==> config.mk <==
export PLATFORM = sky130hd
export DESIGN_NAME = ipv6_extension_header_parser
export DESIGN_NICKNAME = d
export VERILOG_FILES = /design/src/rtl/ipv6eh_pkg.sv /design/src/rtl/ipv6_extension_header_parser.sv
export SDC_FILE = /design/constraint.sdc
export NUM_CORES = 1
export LEC_CHECK = 0
export BUFFER_PORTS_ARGS = -buffer_cell sky130_fd_sc_hd__buf_2
export CORE_MARGIN = 4
export CORE_UTILIZATION = 46
export DETAILED_ROUTE_END_ITERATION = 10
export PLACE_DENSITY = 0.65
export SYNTH_ARGS = -nofsm -noshare
export SYNTH_HDL_FRONTEND = slang
export SYNTH_SLANG_ARGS = --single-unit
==> constraint.sdc <==
create_clock -name clk -period 47.2 [get_ports clk]
set_input_delay 4.72 -clock clk [delete_from_list [all_inputs] [get_ports clk]]
set_output_delay 4.72 -clock clk [all_outputs]
set_load 0.02 [all_outputs]
==> src/rtl/ipv6eh_pkg.sv <==
package ipv6eh_pkg;

  localparam logic [7:0] KIND_ROUTE = 8'd43;
  localparam logic [7:0] KIND_FRAG  = 8'd44;
  localparam logic [7:0] KIND_AH    = 8'd51;

  localparam logic [7:0] ROUTE_RH0 = 8'd0;
  localparam logic [7:0] ROUTE_RH2 = 8'd2;
  localparam logic [7:0] ROUTE_SRH = 8'd4;

  localparam logic [11:0] FIRST_ADDR_POS = 12'd8;
  localparam logic [11:0] AH_MIN_BYTES   = 12'd12;
  localparam logic [11:0] FRAG_BYTES     = 12'd8;
  localparam logic [11:0] FIXED_END_POS  = 12'd7;

  localparam int IN_DATA_W  = 8;
  localparam int IN_USER_W  = 9;
  localparam int OUT_DATA_W = 248;
  localparam int OUT_USER_W = 2;

  typedef enum logic [1:0] {
    ST_OK  = 2'd0,
    ST_EOF = 2'd1,
    ST_BAD = 2'd2
  } status_t;

  // declared high field first so that next_protocol packs into the lowest bits
  typedef struct packed {
    logic [31:0] security_index;
    logic [31:0] frag_ident;
    logic        more_frags;
    logic [12:0] frag_offset;
    logic [63:0] final_dst_lower;
    logic [63:0] final_dst_upper;
    logic        final_dst_valid;
    logic [7:0]  hops_remaining;
    logic [7:0]  route_kind;
    logic [11:0] header_bytes;
    logic [7:0]  next_protocol;
  } result_t;

  function automatic logic [15:0] swap16(input logic [15:0] v);
    return {v[7:0], v[15:8]};
  endfunction

  function automatic logic [31:0] swap32(input logic [31:0] v);
    return {v[7:0], v[15:8], v[23:16], v[31:24]};
  endfunction

endpackage

==> src/rtl/ipv6_extension_header_parser.sv <==
// channel  | dir | tdata                | tuser                          | tlast
// ---------+-----+----------------------+--------------------------------+---------------
// s_*      | in  | data_byte            | start_of_header, header_type   | last_available
// m_*      | out | header result fields | status                         | -
// cfg_*    | in  | byte_order (1 bit)   | -                              | -
//
// One byte per clock sustained while the output is not stalled; a byte enters the input
// register when accepted, and its result, if any, enters the result register when the byte
// leaves the input register. The two register stages are the input and result registers.
// rst is synchronous: clears valids, parse activity and byte_order.
// A stalled output holds the input register; s_tready drops only when both are full.
module ipv6_extension_header_parser (
  input  logic                              clk,
  input  logic                              rst,
  input  logic                              cfg_wr_en,
  input  logic                              cfg_wr_data,
  input  logic                              s_tvalid,
  output logic                              s_tready,
  input  logic [ipv6eh_pkg::IN_DATA_W-1:0]  s_tdata,  // [7:0] data_byte
  input  logic [ipv6eh_pkg::IN_USER_W-1:0]  s_tuser,  // [0] start_of_header, [8:1] header_type
  input  logic                              s_tlast,  // last_available
  output logic                              m_tvalid,
  input  logic                              m_tready,
  // [7:0] next_protocol, [19:8] header_bytes, [27:20] route_kind, [35:28] hops_remaining,
  // [36] final_dst_valid, [100:37] final_dst_upper, [164:101] final_dst_lower,
  // [177:165] frag_offset, [178] more_frags, [210:179] frag_ident,
  // [242:211] security_index, [247:243] zero
  output logic [ipv6eh_pkg::OUT_DATA_W-1:0] m_tdata,
  output logic [ipv6eh_pkg::OUT_USER_W-1:0] m_tuser   // [1:0] status
);
  import ipv6eh_pkg::*;

  // config
  logic byte_order;

  // input register
  logic       in_valid;
  logic [7:0] in_byte;
  logic       in_start;
  logic [7:0] in_kind;
  logic       in_last;

  // parse state
  logic         active;
  logic [11:0]  byte_pos;
  logic [7:0]   cur_kind;
  logic [7:0]   ext_len_byte;
  logic [11:0]  total_bytes;
  logic [7:0]   saved_next;
  logic [7:0]   saved_route;
  logic [7:0]   saved_hops;
  logic [11:0]  addr_start;
  logic [127:0] addr_buffer;
  logic [15:0]  frag_word;
  logic [31:0]  word32;

  // result register
  logic    out_valid;
  status_t out_status;
  result_t out_res;

  logic fire, go;

  // state as seen by this byte (a start byte begins from cleared state)
  logic [11:0] p;
  logic [7:0]  kind_c, ext_c, next_c, route_c, hops_c;
  logic [11:0] total_c, astart_c;
  logic [15:0] frag_c;
  logic [31:0] word_c;

  logic [7:0]   ext_next, saved_next_next, route_next, hops_next;
  logic [11:0]  total_next, astart_next;
  logic [15:0]  frag_next;
  logic [31:0]  word_next;
  logic [127:0] addr_next;
  logic [12:0]  astart_end;
  logic [12:0]  p_inc;

  logic    short_ah, done, addressed, bad_len, emit;
  status_t status_next;
  result_t res_next;
  logic [15:0] frag_ord;

  assign fire     = in_valid && (!out_valid || m_tready);
  assign go       = fire && (in_start || active);
  assign s_tready = !in_valid || fire;

  always_comb begin
    p        = in_start ? 12'd0 : byte_pos;
    kind_c   = in_start ? in_kind : cur_kind;
    ext_c    = in_start ? 8'd0 : ext_len_byte;
    next_c   = in_start ? 8'd0 : saved_next;
    route_c  = in_start ? 8'd0 : saved_route;
    hops_c   = in_start ? 8'd0 : saved_hops;
    total_c  = in_start ? 12'd0 : total_bytes;
    astart_c = in_start ? 12'd0 : addr_start;
    frag_c   = in_start ? 16'd0 : frag_word;
    word_c   = in_start ? 32'd0 : word32;

    saved_next_next = (p == 12'd0) ? in_byte : next_c;
    ext_next        = (p == 12'd1) ? in_byte : ext_c;
    total_next      = total_c;
    if (p == 12'd1) begin
      if (kind_c == KIND_FRAG) begin
        total_next = FRAG_BYTES;
      end else if (kind_c == KIND_AH) begin
        total_next = (12'(in_byte) + 12'd2) << 2;
      end else begin
        total_next = (12'(in_byte) + 12'd1) << 3;
      end
    end
    route_next  = (p == 12'd2) ? in_byte : route_c;
    hops_next   = (p == 12'd3) ? in_byte : hops_c;
    frag_next   = frag_c;
    astart_next = astart_c;
    if (p == 12'd2 || p == 12'd3) begin
      frag_next = {frag_c[7:0], in_byte};
      if (route_next == ROUTE_SRH || ext_next < 8'd2) begin
        astart_next = FIRST_ADDR_POS;
      end else begin
        // last address of the list: 8 + 16 * (len/2 - 1)
        astart_next = FIRST_ADDR_POS + {1'b0, ext_next[7:1] - 7'd1, 4'b0000};
      end
    end
    word_next = (p[11:2] == 10'd1) ? {word_c[23:0], in_byte} : word_c;

    astart_end = {1'b0, astart_next} + 13'd16;
    addr_next  = addr_buffer;
    if (p >= FIRST_ADDR_POS && kind_c == KIND_ROUTE && p >= astart_next &&
        {1'b0, p} < astart_end) begin
      addr_next = {addr_buffer[119:0], in_byte};
    end

    p_inc     = {1'b0, p} + 13'd1;
    short_ah  = (p == FIXED_END_POS) && (kind_c == KIND_AH) && (total_next < AH_MIN_BYTES);
    done      = (p >= FIXED_END_POS) && (p_inc == {1'b0, total_next});
    addressed = (kind_c == KIND_ROUTE) && (hops_next != 8'd0) &&
                (route_next == ROUTE_RH0 || route_next == ROUTE_RH2 ||
                 route_next == ROUTE_SRH);
    bad_len   = addressed && (ext_next < 8'd2 || ext_next[0]);
    emit      = go && (short_ah || done || in_last);

    frag_ord    = byte_order ? swap16(frag_next) : frag_next;
    res_next    = '0;
    status_next = ST_OK;
    if (short_ah) begin
      status_next = ST_BAD;
    end else if (done) begin
      if (bad_len) begin
        status_next = ST_BAD;
      end else begin
        res_next.next_protocol = saved_next_next;
        res_next.header_bytes  = total_next;
        if (kind_c == KIND_ROUTE) begin
          res_next.route_kind     = route_next;
          res_next.hops_remaining = hops_next;
          if (addressed) begin
            res_next.final_dst_valid = 1'b1;
            res_next.final_dst_upper = addr_next[127:64];
            res_next.final_dst_lower = addr_next[63:0];
          end
        end else if (kind_c == KIND_FRAG) begin
          res_next.frag_offset = frag_ord[15:3];
          res_next.more_frags  = frag_ord[0];
          res_next.frag_ident  = byte_order ? swap32(word_next) : word_next;
        end else if (kind_c == KIND_AH) begin
          res_next.security_index = byte_order ? swap32(word_next) : word_next;
        end
      end
    end else begin
      status_next = ST_EOF;
    end
  end

  always_ff @(posedge clk) begin
    if (rst) begin
      byte_order <= 1'b0;
      in_valid   <= 1'b0;
      active     <= 1'b0;
      out_valid  <= 1'b0;
    end else begin
      if (cfg_wr_en) begin
        byte_order <= cfg_wr_data;
      end
      if (s_tvalid && s_tready) begin
        in_valid <= 1'b1;
      end else if (fire) begin
        in_valid <= 1'b0;
      end
      if (go) begin
        active <= !(short_ah || done || in_last);
      end
      if (emit) begin
        out_valid <= 1'b1;
      end else if (m_tready) begin
        out_valid <= 1'b0;
      end
    end
  end

  always_ff @(posedge clk) begin
    if (s_tvalid && s_tready) begin
      in_byte  <= s_tdata[7:0];
      in_start <= s_tuser[0];
      in_kind  <= s_tuser[8:1];
      in_last  <= s_tlast;
    end
    if (go) begin
      byte_pos     <= p_inc[11:0];
      cur_kind     <= kind_c;
      ext_len_byte <= ext_next;
      total_bytes  <= total_next;
      saved_next   <= saved_next_next;
      saved_route  <= route_next;
      saved_hops   <= hops_next;
      addr_start   <= astart_next;
      addr_buffer  <= addr_next;
      frag_word    <= frag_next;
      word32       <= word_next;
    end
    if (emit) begin
      out_status <= status_next;
      out_res    <= res_next;
    end
  end

  assign m_tvalid = out_valid;
  assign m_tuser  = out_status;
  assign m_tdata  = {5'b00000, out_res};

  // error items carry nothing but the status
  a_err_empty: assert property (@(posedge clk) disable iff (rst)
    out_valid && out_status != ST_OK |-> out_res == '0)
    else $error("error item with payload");

  a_dst_ok: assert property (@(posedge clk) disable iff (rst)
    out_valid && out_res.final_dst_valid |-> out_status == ST_OK)
    else $error("destination on a failed header");

  a_emit_idle: assert property (@(posedge clk) disable iff (rst)
    emit |=> !active)
    else $error("parser still active after its result");

  a_stall_cause: assert property (@(posedge clk) disable iff (rst)
    !s_tready |-> in_valid && out_valid && !m_tready)
    else $error("input stalled without output backpressure");

  a_no_emit_idle: assert property (@(posedge clk) disable iff (rst)
    fire && !in_start && !active |=> $stable(out_status) || !out_valid)
    else $error("item while idle changed the result");

endmodule
==> impl_metrics.toml, run 1 <==
[logic_synthesis]
synth_top_cells_by_area = "edfxtp_1, mux2_4, and2b_1, mux2i_1, and2_1"
yosysMostFrequentCell = "edfxtp_1"
postSynthCellCount = 1655
syn-mean-instance-area_sq_um = 14.56
synth_common_cells = "edfxtp_1, mux2_4, and2b_1, nor2_1, inv_1"
ys_seq_area_share_pct = 64.53
yosysWarningCount = 0
synth_top_area_share_pct = 64.20
synth_cell_types = 91
async_flop_share_pct = 0
synthFlopType = "edfxtp_1"
ys_ff_latch = 519
synth_edf_count = 515
synth_largest_area_cell = "edfxtp_1"
synthesis.area_sq_mm = 0.02409

[cells_and_area]
nets = 1963
diodes = 0
layout.cells.non_filler = 2636
fillers = 4259
final_layout_size_suffix_gt1_share_pct = 29.09
area_growth_pct = 15.14

[worst_hold_path]
hold_class = "flip-flop to flip-flop"

[worst_setup_path]
cp_common_cell = "buf_2"
crit_required_ps = 42480
path_class = "primary input to output pin"
critPathMaxStageDelay_ps = 210
crit_arrival_ps = 5290
cp-start-kind = "primary input"
cp_slowest_cell = "nor2b_1"
path_buf_inv = 2
path_cells = "buf_2 > nor2b_1 > nand2_1 > buf_2"
cpLargestDelayFamily = "simple AND/OR/NAND/NOR gates"
critPathMaxFanout = 4
worstSetupEndpointType = "output pin"

[pwr]
irDropWorstVdd_uv = 29.31
p_seq_share_pct = 51.5
clock_power_share_pct = 43.6
p_int_mw = 0.7903
p_comb_share_pct = 4.9
leakage_nw = 10.82
p_per_area_mw_per_mm2 = 36.39
switching_share_pct = 21.69
switchingPower_mw = 0.2190

[timing]
rsz0062_at_grt = "no"
max_freq_mhz = 99.93
period_needed_ps = 10010
tightestPinTransition_ps = 1215
fin_tns_setup_ps = 0
post-route-period-util_pct = 21.20
finalMaxSlewViolations = 0
whs_ps = 524.8
finalSetupViolCount = 0
hold_viol_final = 0
skew_ps = 12.07
relSlewSlack_pct = 18.98

[route]
ant_nets = 0
drt_iter0_markers = 964
drc = 0
wl_per_cell_um = 19.86
first_pass_iters = 5
drt-vias-per-instance = 5.329
vias = 14050
totalWireLength_mm = 52.36

[clock_tree]
cts_tree = "done"
cts_resized = 0
clock_sinks = 519
cts_made_buffers = 55
h-tree-depth = 2
clk_pin_slew_worst_paths_ps = 60
ctsLongestPathBuffers = 3
root_buffer = "clkbuf_16"
post_cts_buffers = 0
insertion_delay_ps = 600
cts_hold_buf = 0

[placed_design]
placed_cells = 2534
place_congestion = 0.8657
io_buffers = 270
hpwlAfterDp_mm = 33.52

[grt]
antenna_found_initial = 1
grt_max_degree = 156
grt_pass1_wl_mm = 80.91
grt_pass1_vias = 13920
track_usage_pct = 18.05
overflow = 0

[floorplan]
pin_count = 276
dieArea_sq_mm = 0.05609
fp.dieH_um = 236.8
die_w_um = 236.8
start_util_pct = 46.67
core-area_sq_mm = 0.05161
rows = 83

[outcome]
status = "finished clean"

[run]
max-cap-violations = 0
==> through the flow <==
stage	utilization, %	power, mW	cell area, sq um	setup WS [ps]
after CTS	53.74	1.020	27740	37190
after global placement	50.20	0.5774	25910	37180
final	53.74	1.009	27740	37190
after global routing	53.74	1.046	27740	37150
after floorplan	-	0.5672	24100	28910
after detailed placement	50.20	0.5787	25910	37190
==> flip-flops by register name (all words and copies together) (netlist names), 12 cells and up <==
signal and count:
word32 32, addr_start 12, byte_pos 12, addr_buffer 128, frag_word 16, total_bytes 12, m_tdata 243
==> metal layers <==
metal | vias to the layer above | share of wire (%) | wire length, um | GRT usage (%)
li1 | 6588 | - | - | -
met1 | 6933 | 46 | 23990 | 25.67
met2 | 439 | 46 | 24070 | 28.67
met3 | 87 | 5.8 | 3053 | 3.587
met4 | 0 | 2.4 | 1244 | 4.742
met5 | - | 0 | 0 | 0
==> cell families after synthesis <==
logic type               share of synthesized area [%]
AO/OA/AOI/OAI                                    5.760
XOR/XNOR                                        0.9453
adder cells (fa/ha/maj)                          1.454
buffers and inverters                            3.864
flip-flops                                       64.53
multiplexers                                     10.14
other                                          0.01557
AND/OR/NAND/NOR                                  13.29
==> placed cells by master, fill, tap and decap left out, types with 54 or more instances in the layout <==
cell type / netlist / final
nand2_1: 54 / 54
and2b_1: 114 / 114
buf_2: 11 / 270
mux2_4: 120 / 120
nor2_1: 89 / 88
clkbuf_16: 0 / 55
nor2b_1: 61 / 61
inv_1: 84 / 83
a21oi_1: 65 / 65
edfxtp_1: 515 / 515
and2_1: 70 / 69
==> final cells by class <==
| class | count | area, sq um | area share (%) |
|---|---|---|---|
| clock buffer | 67 | 1431 | 5.161 |
| clock inverter | 35 | 395.4 | 1.425 |
| inverter | 84 | 322.8 | 1.164 |
| multi-input combinational | 961 | 7664 | 27.63 |
| sequential | 519 | 15550 | 56.05 |
| tap | 680 | 850.8 | 3.067 |
| timing repair buffer | 290 | 1526 | 5.503 |
==> path summary, 6_finish.rpt <==
kind / from / end / slack (ps) / depth (start not counted)
min: in_valid$_SDFFE_PP0P_ / in_valid$_SDFFE_PP0P_ / 520 / 2
max: m_tready / s_tready / 37190 / 4
min reg2reg: in_valid$_SDFFE_PP0P_ / in_valid$_SDFFE_PP0P_ / 520 / 2
max reg2reg: in_start$_DFFE_PP_ / m_tdata[100]$_SDFFCE_PP0P_ / 39970 / 24
==> tightest hold or removal path, cell delays in order, from the launching register on <==
cell	delay [ps]
dfxtp_1	350
a21oi_1	70
nor2_1	70
==> power groups by stage <==
stage / sequential [mW] / combinational (mW) / clock, mW
floorplan: 0.535 / 0.0318 / 0
global route: 0.520 / 0.0540 / 0.471
global placement: 0.529 / 0.0482 / 0
detailed placement: 0.530 / 0.0492 / 0
CTS: 0.520 / 0.0495 / 0.450
finish: 0.520 / 0.0492 / 0.440
Power figures use the tool's default switching activity.
==> inputs of run 2 (changes only) <==
Settings changed: PLACE_DENSITY 0.65 to 0.68.
Clock period 47.2 ns to 8.2 ns, I/O delays scaled along.
==> run 2 against run 1 <==
Net effect: clock power increased to 6.1 times the previous value; design area up 0.83%; cell count increased by 0.11%.
==> impl_metrics.toml, run 2 (synthesized netlist as in run 1, its figures left out) <==
[floorplan]
rows = 83
core-area_sq_mm = 0.05161
fp.dieH_um = 236.8
dieArea_sq_mm = 0.05609
start_util_pct = 46.67
pin_count = 276
die_w_um = 236.8

[worst_setup_path]
cp_slowest_cell = "a32oi_2"
r2r_end = "m_tdata[41]$_SDFFCE_PP0P_"
r2r_slack_ps = 1170
cp_common_cell = "ha_1"
crit_required_ps = 8540
cpLargestDelayFamily = "compound AO/OA/AOI/OAI gates"
worstSetupEndpointType = "flip-flop"
critPathMaxFanout = 18
path_cells = "nor2b_1 > inv_1 > ha_1 > nor3b_4 > a32oi_2 > nor2_1 > a31oi_1 > ha_1 > o21ai_0 > a31oi_1 > nand2b_1 > o311ai_0 > a22oi_1 > nand2_1 > xnor2_1 > ha_1 > a2111oi_0 > o21ai_0 > nor2_1 > a211o_1 > a32oi_4 > buf_4 > mux2_4 > and2b_1"
path_buf_inv = 2
path_class = "flip-flop to flip-flop"
rr_worst_depth = 24
cp-start-kind = "flip-flop"
r2r_start = "in_start$_DFFE_PP_"
crit_arrival_ps = 7370
critPathMaxStageDelay_ps = 690

[outcome]
status = "finished clean"

[cells_and_area]
largest_reg_flops = 243
area_growth_pct = 16.10
post-route-util_pct = 54.19
diodes = 0
layout_common_cells = "edfxtp_1, buf_2, mux2_4"
final_layout_size_suffix_gt1_share_pct = 29.56
nets = 1965
fillers = 4211
finalInstanceArea_sq_mm = 0.02797
layout_commonest_cell = "edfxtp_1"

[clock_tree]
insertion_delay_ps = 600
h-tree-depth = 2
cts_made_buffers = 54
clk_pin_slew_worst_paths_ps = 60
cts_resized = 0
ctsLongestPathBuffers = 3
cts_hold_buf = 0
root_buffer = "clkbuf_16"
cts_tree = "done"
clock_sinks = 519
post_cts_buffers = 0

[pwr]
irDropWorstVdd_uv = 154.1
p_per_area_mw_per_mm2 = 213.8
leakage_nw = 10.92

[worst_hold_path]
hold_start = "s_tdata[0]"
hold_class = "primary input to flip-flop"
whs_endpoint = "in_byte[0]$_DFFE_PP_"
min_path_cells = 1

[timing]
setup_ws_ps = 1172
tightestPinTransition_ps = 1300
rsz0062_at_grt = "no"
hold_viol_final = 0
skew_ps = 17.09
max_freq_mhz = 142.3
fin_tns_setup_ps = 0
relSlewSlack_pct = 13.35
finalSetupViolCount = 0
post-route-period-util_pct = 85.70
finalMaxSlewViolations = 0
whs_ps = 396.2
period_needed_ps = 7028

[route]
drc = 0
drt_iter0_markers = 1311
wl_per_cell_um = 20.06
totalWireLength_mm = 52.95
top_layer = "met4"
route.met2.wl_mm = 24.38
wl_met3_mm = 3.404
vias = 13980
first_pass_iters = 5
wl_met1_mm = 24.39
drt-vias-per-instance = 5.296
ant_nets = 0

[grt]
track_usage_pct = 18.23
grt_pass1_vias = 13990
antenna_found_initial = 0
grt_pass1_wl_mm = 81.74
grt_max_degree = 189
overflow = 0

[placed_design]
io_buffers = 270
place_area_sq_mm = 0.02598
pre_cts_slack_ps = 1367
hpwlAfterDp_mm = 34.73
place_congestion = 0.8802

[run]
max-cap-violations = 0
## run 2: stage by stage
| step | power, mW | cells |
|---|---|---|
| after CTS | 6.048 | 2639 |
| final | 5.980 | 2639 |
| after global placement | 3.328 | 2537 |
| after floorplan | 3.255 | 1659 |
| after detailed placement | 3.336 | 2537 |
| after global routing | 6.196 | 2639 |
## run 2: layout make-up
| cell class | count | area (sq um) | area share, % |
|---|---|---|---|
| Sequential cell | 519 | 15550 | 55.59 |
| Multi-Input combinational cell | 961 | 7684 | 27.47 |
| Timing Repair Buffer | 293 | 1574 | 5.628 |
| Clock buffer | 59 | 1413 | 5.051 |
| Tap cell | 680 | 850.8 | 3.042 |
| Clock inverter | 43 | 578.1 | 2.067 |
| Inverter | 84 | 322.8 | 1.154 |
## run 2: layer usage
| metal | vias up | global-route usage, % |
|---|---|---|
| met5 | - | 0 |
| met4 | 0 | 3.839 |
| met3 | 54 | 3.972 |
| met2 | 430 | 28.15 |
| met1 | 6883 | 26.83 |
| li1 | 6608 | - |
## run 2: how the worst max path moves through the flow
stage	from	to	slack (ps)	cells past startpoint
3_3_place_gp	in_start$_DFFE_PP_	m_tdata[41]$_SDFFCE_PP0P_	1500	24
4_1_cts	in_start$_DFFE_PP_	m_tdata[41]$_SDFFCE_PP0P_	1310	24
3_5_place_dp	in_start$_DFFE_PP_	m_tdata[157]$_SDFFCE_PP0P_	1370	24
2_1_floorplan	in_start$_DFFE_PP_	m_tdata[0]$_SDFFCE_PP0P_	10	18
6_report	in_start$_DFFE_PP_	m_tdata[41]$_SDFFCE_PP0P_	1170	24
5_1_grt	in_start$_DFFE_PP_	m_tdata[164]$_SDFFCE_PP0P_	690	24
## run 2: report_power, final
group,internal (mW),switching [mW],total [mW],leakage (nW)
sequential,2.96,0.0339,2.99,4.54
clock,1.66,1.04,2.70,0.956
combinational,0.0958,0.191,0.287,5.42
==> inputs of run 3 (changes only) <==
Clock period 8.2 ns to 5.89 ns, I/O delays scaled along.
==> run 3 against run 2 <==
Net effect: highest routed layer unchanged; clock-buffer cell count rose by 9; clock skew up 4.8 ps; worst setup slack got worse by 740 ps; maximum frequency rose by 29%; cell count grew 0.83%; design area grew 0.93%; combinational power up 47%; critical path depth increased by 1; register-to-register slack worse by 740 ps; via count rose by 1.9%; sequential share of layout area shrank 0.51 points.
==> impl_metrics.toml, run 3 (synthesized netlist as in run 1, its figures left out) <==
[pwr]
leakage_nw = 11.02
p_per_area_mw_per_mm2 = 290.0
power.total_mw = 8.187
irDropWorstVdd_uv = 224.8

[worst_hold_path]
hold_start = "s_tlast"
hold_class = "primary input to flip-flop"
whs_endpoint = "in_last$_DFFE_PP_"
min_path_cells = 1

[timing]
fin_tns_setup_ps = 0
relSlewSlack_pct = 36.55
rsz0062_at_grt = "no"
post-route-period-util_pct = 92.74
hold_viol_final = 0
max_freq_mhz = 183.1
period_needed_ps = 5462
finalMaxSlewViolations = 0
finalSetupViolCount = 0
skew_ps = 21.91
tightestPinTransition_ps = 951.7

[clock_tree]
cts_hold_buf = 0
cts_made_buffers = 55
cts_tree = "done"
clk_pin_slew_worst_paths_ps = 60
ctsLongestPathBuffers = 3
root_buffer = "clkbuf_16"
insertion_delay_ps = 610
clock_sinks = 519
h-tree-depth = 2

[grt]
grt_pass1_vias = 14170
track_usage_pct = 18.61
grt_max_degree = 143
overflow = 0
grt_pass1_wl_mm = 83.13
antenna_found_initial = 2

[floorplan]
rows = 83
dieArea_sq_mm = 0.05609
start_util_pct = 46.67
die_w_um = 236.8
fp.dieH_um = 236.8
pin_count = 276
core-area_sq_mm = 0.05161

[worst_setup_path]
r2r_slack_ps = 430
crit_required_ps = 6210
rr_worst_depth = 25
crit_arrival_ps = 5780
r2r_start = "in_start$_DFFE_PP_"
cp-start-kind = "flip-flop"
critPathMaxFanout = 20
r2r_end = "m_tdata[104]$_SDFFCE_PP0P_"
path_class = "flip-flop to flip-flop"
worstSetupEndpointType = "flip-flop"

[route]
vias = 14240
drt-vias-per-instance = 5.353
ant_nets = 0
totalWireLength_mm = 53.72
drt_iter0_markers = 1018
drc = 0
wl_per_cell_um = 20.19
first_pass_iters = 5

[cells_and_area]
area_growth_pct = 17.18
nets = 1987
layout_commonest_cell = "edfxtp_1"
seqCellArea_sq_mm = 0.01555
multiInputGateArea_sq_mm = 0.007772
layout_common_cells = "edfxtp_1, buf_2, mux2_4"
fillers = 4206
final_layout_size_suffix_gt1_share_pct = 30.74
largest_reg_flops = 243
diodes = 0

[placed_design]
place_congestion = 0.8503
io_buffers = 270
hpwlAfterDp_mm = 35.45

[run]
max-cap-violations = 0

[outcome]
status = "finished clean"
run 3: metal layers:
layer	up-vias	routed length (um)	GRT usage, %
li1	6656	-	-
met1	7035	24800	27.66
met2	477	24440	28.42
met3	76	3343	3.564
met4	0	1135	4.706
met5	-	0	0
run 3: repair_timing:
item                                    in CTS  in global routing
endpoints found under the setup margin       0                202
resized for setup                            0                  7
hold endpoints to repair                     0                  0
setup buffers                                0                  2
run 3: critical path: stages (launching register included):
cell	delay [ps]
edfxtp_1	490
nor2b_2	170
inv_1	120
ha_4	200
nor3b_4	160
a32o_2	350
nand2_1	90
o21a_1	150
ha_1	180
o21ai_0	100
a31oi_2	240
nand2b_1	190
o311ai_1	180
a22oi_2	260
nand2_1	100
xnor2_1	140
ha_1	310
a2111oi_1	70
o21ai_1	100
nor2_1	60
a211o_1	330
a32oi_4	270
buf_12	220
buf_12	210
mux2_2	360
nor2b_1	130
run 3: area by class of cell:
cell class / count / area share, %
flip-flops and latches: 519 / 55.07
clock inverters: 35 / 1.454
multi-input cells: 961 / 27.53
clock buffers: 68 / 5.230
inverters: 84 / 1.130
repair buffers: 314 / 6.564
well taps: 680 / 3.014
run 3: per-stage QoR:
step / util [%] / cells / instance area, sq um / hold WS [ps] / worst slack [ps]
6_report: 54.69 / 2661 / 28230 / 155.7 / 427.5
2_1_floorplan: - / 1659 / 24280 / 472.9 / -1947
3_5_place_dp: 50.89 / 2555 / 26260 / 509.8 / 103.3
3_3_place_gp: 50.89 / 2555 / 26260 / 491.4 / 284.2
5_1_grt: 54.69 / 2661 / 28230 / 126.3 / 43.19
4_1_cts: 54.54 / 2658 / 28150 / 115.3 / 72.51
run 3: report_power, final:
part / leakage (nW) / switching, mW / internal (mW) / total [mW]
Sequential: 4.54 / 0.0398 / 4.12 / 4.16
Clock: 0.902 / 1.47 / 2.14 / 3.61
Combinational: 5.58 / 0.277 / 0.145 / 0.422
Total: 11.0 / 1.79 / 6.40 / 8.19
run 3: how the worst max path moves through the flow:
stage	end	slack (ps)	from
after floorplan	m_tdata[0]$_SDFFCE_PP0P_	-1950	in_start$_DFFE_PP_
after global placement	m_tdata[57]$_SDFFCE_PP0P_	280	in_start$_DFFE_PP_
after detailed placement	m_tdata[45]$_SDFFCE_PP0P_	100	in_start$_DFFE_PP_
after CTS	m_tdata[55]$_SDFFCE_PP0P_	70	in_start$_DFFE_PP_
after global routing	m_tdata[63]$_SDFFCE_PP0P_	40	in_start$_DFFE_PP_
final	m_tdata[104]$_SDFFCE_PP0P_	430	in_start$_DFFE_PP_
